$ cat config.mk
export PLATFORM = sky130hd
export DESIGN_NAME = proximity_zone_debouncer
export DESIGN_NICKNAME = d
export VERILOG_FILES = /design/src/rtl/pzd_pkg.sv /design/src/rtl/proximity_zone_debouncer.sv
export VERILOG_INCLUDE_DIRS = /design/src /design/src/rtl
export SDC_FILE = /design/constraint.sdc
export NUM_CORES = 1
export LEC_CHECK = 0
export BUFFER_PORTS_ARGS = -buffer_cell sky130_fd_sc_hd__buf_2
export CORE_AREA = 10 10 155 157
export CTS_BUF_LIST = sky130_fd_sc_hd__clkbuf_8
export DETAILED_ROUTE_END_ITERATION = 6
export DIE_AREA = 0 0 165 167
export GPL_TIMING_DRIVEN = 0
export PLACE_DENSITY = 0.73
export SLEW_MARGIN = 20
export SYNTH_ARGS = -nofsm -noshare
export SYNTH_HDL_FRONTEND = slang
export SYNTH_SLANG_ARGS = --single-unit
$ cat constraint.sdc
create_clock -name clk -period 6.05 [get_ports clk]
set_input_delay 0.9075 -clock clk [delete_from_list [all_inputs] [get_ports clk]]
set_output_delay 0.9075 -clock clk [all_outputs]
set_load 0.01 [all_outputs]
$ cat src/rtl/proximity_zone_debouncer_defines.svh
// Assertion macros for the proximity zone debouncer.
`ifndef PROXIMITY_ZONE_DEBOUNCER_DEFINES_SVH
`define PROXIMITY_ZONE_DEBOUNCER_DEFINES_SVH

`ifndef SYNTHESIS

`define PZD_ASSERT_SAME(label, ante, cons, msg) \
    label: assert property (@(posedge clk) disable iff (!rst_n) (ante) |-> (cons)) \
        else $error(msg);

`define PZD_ASSERT_NEXT(label, ante, cons, msg) \
    label: assert property (@(posedge clk) disable iff (!rst_n) (ante) |=> (cons)) \
        else $error(msg);

`else

`define PZD_ASSERT_SAME(label, ante, cons, msg)

`define PZD_ASSERT_NEXT(label, ante, cons, msg)

`endif

`endif

$ cat src/rtl/pzd_pkg.sv
// Shared types and constants of the proximity zone debouncer.
package pzd_pkg;

    localparam int LEVEL_BITS = 23;
    localparam int RUN_BITS   = 8;
    localparam int TIME_BITS  = 32;
    localparam int CFG_IDX_BITS = 3;

    typedef enum logic [1:0] {
        ZONE_FAR     = 2'd0,
        ZONE_MEDIUM  = 2'd1,
        ZONE_NEAR    = 2'd2,
        ZONE_CONTACT = 2'd3
    } zone_t;

    localparam logic [CFG_IDX_BITS-1:0] CFG_FAR_LEVEL      = 3'd0;
    localparam logic [CFG_IDX_BITS-1:0] CFG_MEDIUM_LEVEL   = 3'd1;
    localparam logic [CFG_IDX_BITS-1:0] CFG_NEAR_LEVEL     = 3'd2;
    localparam logic [CFG_IDX_BITS-1:0] CFG_DEBOUNCE_COUNT = 3'd3;
    localparam logic [CFG_IDX_BITS-1:0] CFG_SAR_ENABLE     = 3'd4;

    localparam logic [LEVEL_BITS-1:0] FAR_LEVEL_RST      = 23'd50;
    localparam logic [LEVEL_BITS-1:0] MEDIUM_LEVEL_RST   = 23'd100;
    localparam logic [LEVEL_BITS-1:0] NEAR_LEVEL_RST     = 23'd1000;
    localparam logic [RUN_BITS-1:0]   DEBOUNCE_COUNT_RST = 8'd3;

    localparam logic [RUN_BITS-1:0] RUN_MAX = {RUN_BITS{1'b1}};

    localparam int OUT_FIELD_BITS = 2 + 2 + 1 + TIME_BITS;
    localparam int OUT_DATA_BITS  = ((OUT_FIELD_BITS + 7) / 8) * 8;

endpackage

$ cat src/rtl/proximity_zone_debouncer.sv
// Proximity zone debouncer: classifies delta samples and debounces zone changes.
//
//  channel   direction  handshake            content
//  s_*       in         s_tvalid / s_tready  delta_sample, time_ms
//  m_*       out        m_tvalid / m_tready  zone, last_zone, sar_active, entry_time
//  cfg_*     in         cfg_we               threshold, debounce and SAR registers
//
// One item per cycle sustained while m_tready stays high.
// Input register, then classification and counter update into the state,
// which doubles as the result register.
// A stalled result holds the input register; s_tready falls only when both are full.
// Reset (rst_n, async) returns zone state, counters and config registers to defaults.

`include "proximity_zone_debouncer_defines.svh"

module proximity_zone_debouncer
    import pzd_pkg::*;
#(
    parameter int SAMPLE_BITS = 24
)
(
    input  logic clk,
    input  logic rst_n,

    input  logic                                        s_tvalid,
    output logic                                        s_tready,
    // delta_sample [SAMPLE_BITS-1:0], time_ms [SAMPLE_BITS+31:SAMPLE_BITS], zero pad
    input  logic [((SAMPLE_BITS+TIME_BITS+7)/8)*8-1:0]  s_tdata,

    output logic                      m_tvalid,
    input  logic                      m_tready,
    // zone [1:0], last_zone [3:2], sar_active [4], entry_time [36:5], zero pad
    output logic [OUT_DATA_BITS-1:0]  m_tdata,

    input  logic                     cfg_we,
    input  logic [CFG_IDX_BITS-1:0]  cfg_index,
    input  logic [LEVEL_BITS-1:0]    cfg_data
);

    localparam int CMP_BITS = ((SAMPLE_BITS > LEVEL_BITS) ? SAMPLE_BITS : LEVEL_BITS) + 1;

    logic [LEVEL_BITS-1:0] far_level_reg;
    logic [LEVEL_BITS-1:0] medium_level_reg;
    logic [LEVEL_BITS-1:0] near_level_reg;
    logic [RUN_BITS-1:0]   debounce_reg;
    logic                  sar_enable_reg;

    logic                    s1_valid_reg;
    logic [SAMPLE_BITS-1:0]  s1_delta_reg;
    logic [TIME_BITS-1:0]    s1_time_reg;

    logic                    out_valid_reg;
    logic                    out_ready;
    logic                    adv;

    zone_t                   zone_reg, zone_next;
    zone_t                   last_zone_reg, last_zone_next;
    logic [RUN_BITS-1:0]     far_run_reg, far_run_next;
    logic [RUN_BITS-1:0]     close_run_reg, close_run_next;
    logic [TIME_BITS-1:0]    entry_time_reg, entry_time_next;
    logic                    sar_reg, sar_next;

    logic signed [CMP_BITS-1:0] delta_ext;
    logic signed [CMP_BITS-1:0] far_ext;
    logic signed [CMP_BITS-1:0] medium_ext;
    logic signed [CMP_BITS-1:0] near_ext;
    zone_t                      sample_zone;
    logic                       both_zero;
    logic [RUN_BITS-1:0]        run_base;
    logic [RUN_BITS-1:0]        run_new;
    logic                       zone_change;

    // handshake
    assign out_ready = !out_valid_reg || m_tready;
    assign adv       = s1_valid_reg && out_ready;
    assign s_tready  = !s1_valid_reg || out_ready;
    assign m_tvalid  = out_valid_reg;
    assign m_tdata   = {{(OUT_DATA_BITS-OUT_FIELD_BITS){1'b0}},
                        entry_time_reg, sar_reg, last_zone_reg, zone_reg};

    // config registers
    always_ff @(posedge clk or negedge rst_n)
    begin
        if (!rst_n)
        begin
            far_level_reg    <= FAR_LEVEL_RST;
            medium_level_reg <= MEDIUM_LEVEL_RST;
            near_level_reg   <= NEAR_LEVEL_RST;
            debounce_reg     <= DEBOUNCE_COUNT_RST;
            sar_enable_reg   <= 1'b0;
        end
        else if (cfg_we)
        begin
            case (cfg_index)
                CFG_FAR_LEVEL:      far_level_reg    <= cfg_data;
                CFG_MEDIUM_LEVEL:   medium_level_reg <= cfg_data;
                CFG_NEAR_LEVEL:     near_level_reg   <= cfg_data;
                CFG_DEBOUNCE_COUNT: debounce_reg     <= cfg_data[RUN_BITS-1:0];
                CFG_SAR_ENABLE:     sar_enable_reg   <= cfg_data[0];
                default:            ;
            endcase
        end
    end

    // input register
    always_ff @(posedge clk or negedge rst_n)
    begin
        if (!rst_n)
        begin
            s1_valid_reg <= 1'b0;
        end
        else if (s_tready)
        begin
            s1_valid_reg <= s_tvalid;
        end
    end

    always_ff @(posedge clk)
    begin
        if (s_tvalid && s_tready)
        begin
            s1_delta_reg <= s_tdata[SAMPLE_BITS-1:0];
            s1_time_reg  <= s_tdata[SAMPLE_BITS+TIME_BITS-1:SAMPLE_BITS];
        end
    end

    // classification, signed against zero-extended thresholds
    assign delta_ext  = {{(CMP_BITS-SAMPLE_BITS){s1_delta_reg[SAMPLE_BITS-1]}}, s1_delta_reg};
    assign far_ext    = {{(CMP_BITS-LEVEL_BITS){1'b0}}, far_level_reg};
    assign medium_ext = {{(CMP_BITS-LEVEL_BITS){1'b0}}, medium_level_reg};
    assign near_ext   = {{(CMP_BITS-LEVEL_BITS){1'b0}}, near_level_reg};

    always_comb
    begin
        if (delta_ext >= near_ext)
            sample_zone = ZONE_CONTACT;
        else if (delta_ext >= medium_ext)
            sample_zone = ZONE_NEAR;
        else if (delta_ext >= far_ext)
            sample_zone = ZONE_MEDIUM;
        else
            sample_zone = ZONE_FAR;
    end

    // run counters and zone update
    always_comb
    begin
        zone_next       = zone_reg;
        last_zone_next  = last_zone_reg;
        far_run_next    = far_run_reg;
        close_run_next  = close_run_reg;
        entry_time_next = entry_time_reg;
        sar_next        = sar_reg;
        both_zero       = (far_run_reg == '0) && (close_run_reg == '0);
        zone_change     = 1'b0;
        run_base        = '0;
        run_new         = '0;

        if (adv)
        begin
            if (sample_zone != zone_reg)
            begin
                if (sample_zone != ZONE_FAR)
                begin
                    // among close zones, a seed of one applies to near and contact only
                    if (both_zero && (sample_zone inside {ZONE_NEAR, ZONE_CONTACT}))
                        run_base = {{(RUN_BITS-1){1'b0}}, 1'b1};
                    else
                        run_base = close_run_reg;
                end
                else
                begin
                    if (both_zero)
                        run_base = {{(RUN_BITS-1){1'b0}}, 1'b1};
                    else
                        run_base = far_run_reg;
                end

                run_new     = (run_base == RUN_MAX) ? RUN_MAX : run_base + 1'b1;
                zone_change = (run_new >= debounce_reg);

                if (sample_zone != ZONE_FAR)
                begin
                    far_run_next   = '0;
                    close_run_next = zone_change ? '0 : run_new;
                end
                else
                begin
                    close_run_next = '0;
                    far_run_next   = zone_change ? '0 : run_new;
                end

                if (zone_change)
                begin
                    last_zone_next  = zone_reg;
                    zone_next       = sample_zone;
                    entry_time_next = s1_time_reg;
                end
            end
            else
            begin
                far_run_next   = '0;
                close_run_next = '0;
            end

            if (sar_enable_reg)
                sar_next = (zone_next != ZONE_FAR);
        end
    end

    // state, also the result register
    always_ff @(posedge clk or negedge rst_n)
    begin
        if (!rst_n)
        begin
            out_valid_reg  <= 1'b0;
            zone_reg       <= ZONE_FAR;
            last_zone_reg  <= ZONE_FAR;
            far_run_reg    <= '0;
            close_run_reg  <= '0;
            entry_time_reg <= '0;
            sar_reg        <= 1'b0;
        end
        else
        begin
            if (out_ready)
                out_valid_reg <= s1_valid_reg;
            zone_reg       <= zone_next;
            last_zone_reg  <= last_zone_next;
            far_run_reg    <= far_run_next;
            close_run_reg  <= close_run_next;
            entry_time_reg <= entry_time_next;
            sar_reg        <= sar_next;
        end
    end

    `PZD_ASSERT_SAME(a_runs_exclusive, 1'b1,
        (far_run_reg == '0) || (close_run_reg == '0), "both run counters nonzero")
    `PZD_ASSERT_NEXT(a_hold_when_stalled, !adv,
        $stable(zone_reg) && $stable(entry_time_reg) && $stable(far_run_reg),
        "state moved without an item")
    `PZD_ASSERT_NEXT(a_last_zone_tracks, adv && zone_change,
        (last_zone_reg == $past(zone_reg)) && (entry_time_reg == $past(s1_time_reg)),
        "zone change bookkeeping wrong")
    `PZD_ASSERT_NEXT(a_sar_follows_zone, adv && sar_enable_reg,
        sar_reg == (zone_reg != ZONE_FAR), "SAR flag does not follow zone")

endmodule
==> results.json <==
{
  "final_cell_mix": "buf_2, dfrtp_1, nand2_1, inv_1, o21ai_0",
  "path_buf_inv": 2,
  "cts_root_buf": "clkbuf_8",
  "top_level_ports": 129,
  "drt-pass1-iter-count": 6,
  "placed_area_mm2": 0.0103,
  "layout.nets": 1149,
  "wire_per_inst_um": 18.0,
  "grt_pass1_wl_um": 36900,
  "place_congestion": 0.875,
  "synth_top_area_cell": "dfrtp_1",
  "worst_setup_path_start_kind": "flip-flop",
  "cts_buffers": 17,
  "crit_path_max_incr_delay_ps": 460,
  "synth-edff-count": 56,
  "hold_class": "input port to async pin",
  "yosys_warnings": 0,
  "drc": 0,
  "clockBufferDepth": 2,
  "synth_seq_cells": 189,
  "run_status": "finished, final reports clean",
  "mostFrequentLayoutCell": "buf_2",
  "synth_top_area_share": 0.322,
  "r2r_cells": 26,
  "grt_usage": 0.167,
  "seq_area_frac_synth": 0.544,
  "synth.cell_area_mm2": 0.00923,
  "fin_area_mm2": 0.0111,
  "async_flop_share": 0.704,
  "irDropWorstVdd_v": 0.000181,
  "layout-drive-gt1-share": 0.262,
  "via_per_inst": 5.38,
  "max-cap-violations": 0,
  "route.vias.total": 6859,
  "ant_nets": 0,
  "regArea_mm2": 0.00503,
  "clock_sinks": 189,
  "skew_ps": 22.2,
  "worstPathArrival_ps": 6260,
  "dp_hpwl_um": 16800,
  "die_w_um": 165,
  "finalCriticalPeriod_ps": 5870,
  "area.growth.synth_to_final_pct": 20.5,
  "relSlewSlack": 0.435,
  "synthCells": 812,
  "final_core_util": 0.534,
  "tightest_slew_ps": 845,
  "initial_core_util": 0.443,
  "synth.distinct_cells": 70,
  "nFillCells": 1834,
  "clkTransAtPathRegs_ps": 120,
  "grt_max_degree": 88,
  "cts.hold.buffers_added": 0,
  "cts_tree": "done",
  "p_leak_uw": 0.00501,
  "antenna_found_initial": 6,
  "drv_slew": 0,
  "port_buffers": 125,
  "grt_pass1_vias": 7044,
  "core_area_mm2": 0.0208,
  "critical_path_class": "flip-flop to flip-flop",
  "timing.fmax_mhz": 170,
  "drt-initial-drc-count": 426,
  "die_area_mm2": 0.0276,
  "fp.dieH_um": 167,
  "whs_ps": 296,
  "powerDensity_mw_per_mm2": 349,
  "fp-row-count": 53,
  "critPathMaxFanout": 10,
  "clk_latency_ps": 490,
  "grt_overflow_total": 0,
  "avgSynthCellArea_um2": 11.4,
  "rsz0062_at_grt": "no",
  "finalHoldViolCount": 0,
  "cp_slowest_cell": "edfxtp_1",
  "path_depth": 26,
  "postRouteWirelength_um": 22900,
  "crit_family": "compound AO/OA/AOI/OAI gates",
  "multi_input_area_mm2": 0.00396,
  "endpoint_kind": "flip-flop",
  "crit_required_ps": 6440,
  "htreeDepth": 4,
  "synth_ff_type": "dfrtp_1",
  "post-route-period-util": 0.971,
  "finalSetupViolations": 0,
  "synth_area_leaders": "dfrtp_1, edfxtp_1, ha_1"
}
-- cell usage after synthesis (3+ instances only) --
cell / n
a211oi_1: 6
a21o_1: 7
a21oi_1: 32
a22o_1: 9
a31oi_2: 3
and2_1: 3
and3_1: 7
buf_4: 5
buf_6: 3
clkbuf_1: 18
dfrtp_1: 119
dfstp_2: 14
edfxtp_1: 56
ha_1: 78
inv_1: 83
mux2_1: 30
mux2_2: 17
nand2_1: 108
nand2b_1: 6
nand3_1: 9
nand4_1: 13
nand4b_1: 4
nor2_1: 18
nor2b_1: 3
nor3_1: 4
nor4_1: 6
nor4bb_1: 3
o211ai_1: 7
o21ai_0: 85
o31ai_1: 4
-- metrics by stage --
stage / total power [µW] / setup WS [ps] / TNS, ps / instances
global route: 4140 / 4.29 / 0 / 1273
floorplan: 2480 / 381 / 0 / 814
CTS: 3820 / 7.67 / 0 / 1255
global placement: 2870 / -1050 / -47000 / 1214
detailed placement: 2920 / -1030 / -45690 / 1216
finish: 3880 / 178 / 0 / 1274
-- what timing repair did --
item	CTS	global route
buffers inserted	8	14
endpoints found under the setup margin	53	50
cloned	0	3
pin swaps	6	15
gates resized for setup	12	27
-- cell families (layout without fill, tap and decap cells) --
logic type,count (synthesis),after routing,synth area share
simple gates,200,200,0.112
buf+inv,110,292,0.0493
fa+ha+maj,78,78,0.106
xor+xnor,3,3,0.00285
mux,49,49,0.0595
other cells,1,5,0.000406
flops,189,189,0.544
compound gates,182,183,0.125
-- per-layer routing --
layer | global-route usage | routed length, µm
met5 | 0 | 47
met4 | 0.0593 | 494
met3 | 0.0515 | 1770
met2 | 0.262 | 10800
met1 | 0.211 | 9840
-- power by group --
part / switching, µW / internal (µW)
sequential: 149 / 1610
clock: 545 / 321
combinational: 699 / 561
-- path summary, 6_finish.rpt --
path | from | endpoint | slack [ps]
setup reg to reg | s1_delta_reg[19]$_DFFE_PP_ | entry_time_reg[14]$_DFFE_PN0P_ | 180
min in group clk | s1_time_reg[30]$_DFFE_PP_ | entry_time_reg[30]$_DFFE_PN0P_ | 460
hold reg to reg | s1_time_reg[30]$_DFFE_PP_ | entry_time_reg[30]$_DFFE_PN0P_ | 460
max in group asynchronous | rst_n | near_level_reg[7]$_DFFE_PN1P_ | 4950
setup / recovery | s1_delta_reg[19]$_DFFE_PP_ | entry_time_reg[14]$_DFFE_PN0P_ | 180
hold / removal | rst_n | far_level_reg[16]$_DFFE_PN0P_ | 300
-- layout make-up --
type / count / area share
tap: 275 / 0.0309
multi-input combinational: 516 / 0.356
buffer: 26 / 0.0144
inverter: 83 / 0.0280
antenna: 2 / 0.000450
clock buffer: 17 / 0.0210
timing repair buffer: 151 / 0.0802
clock inverter: 15 / 0.0173
sequential: 189 / 0.452
No activity file was read; power rests on OpenSTA's default activity.
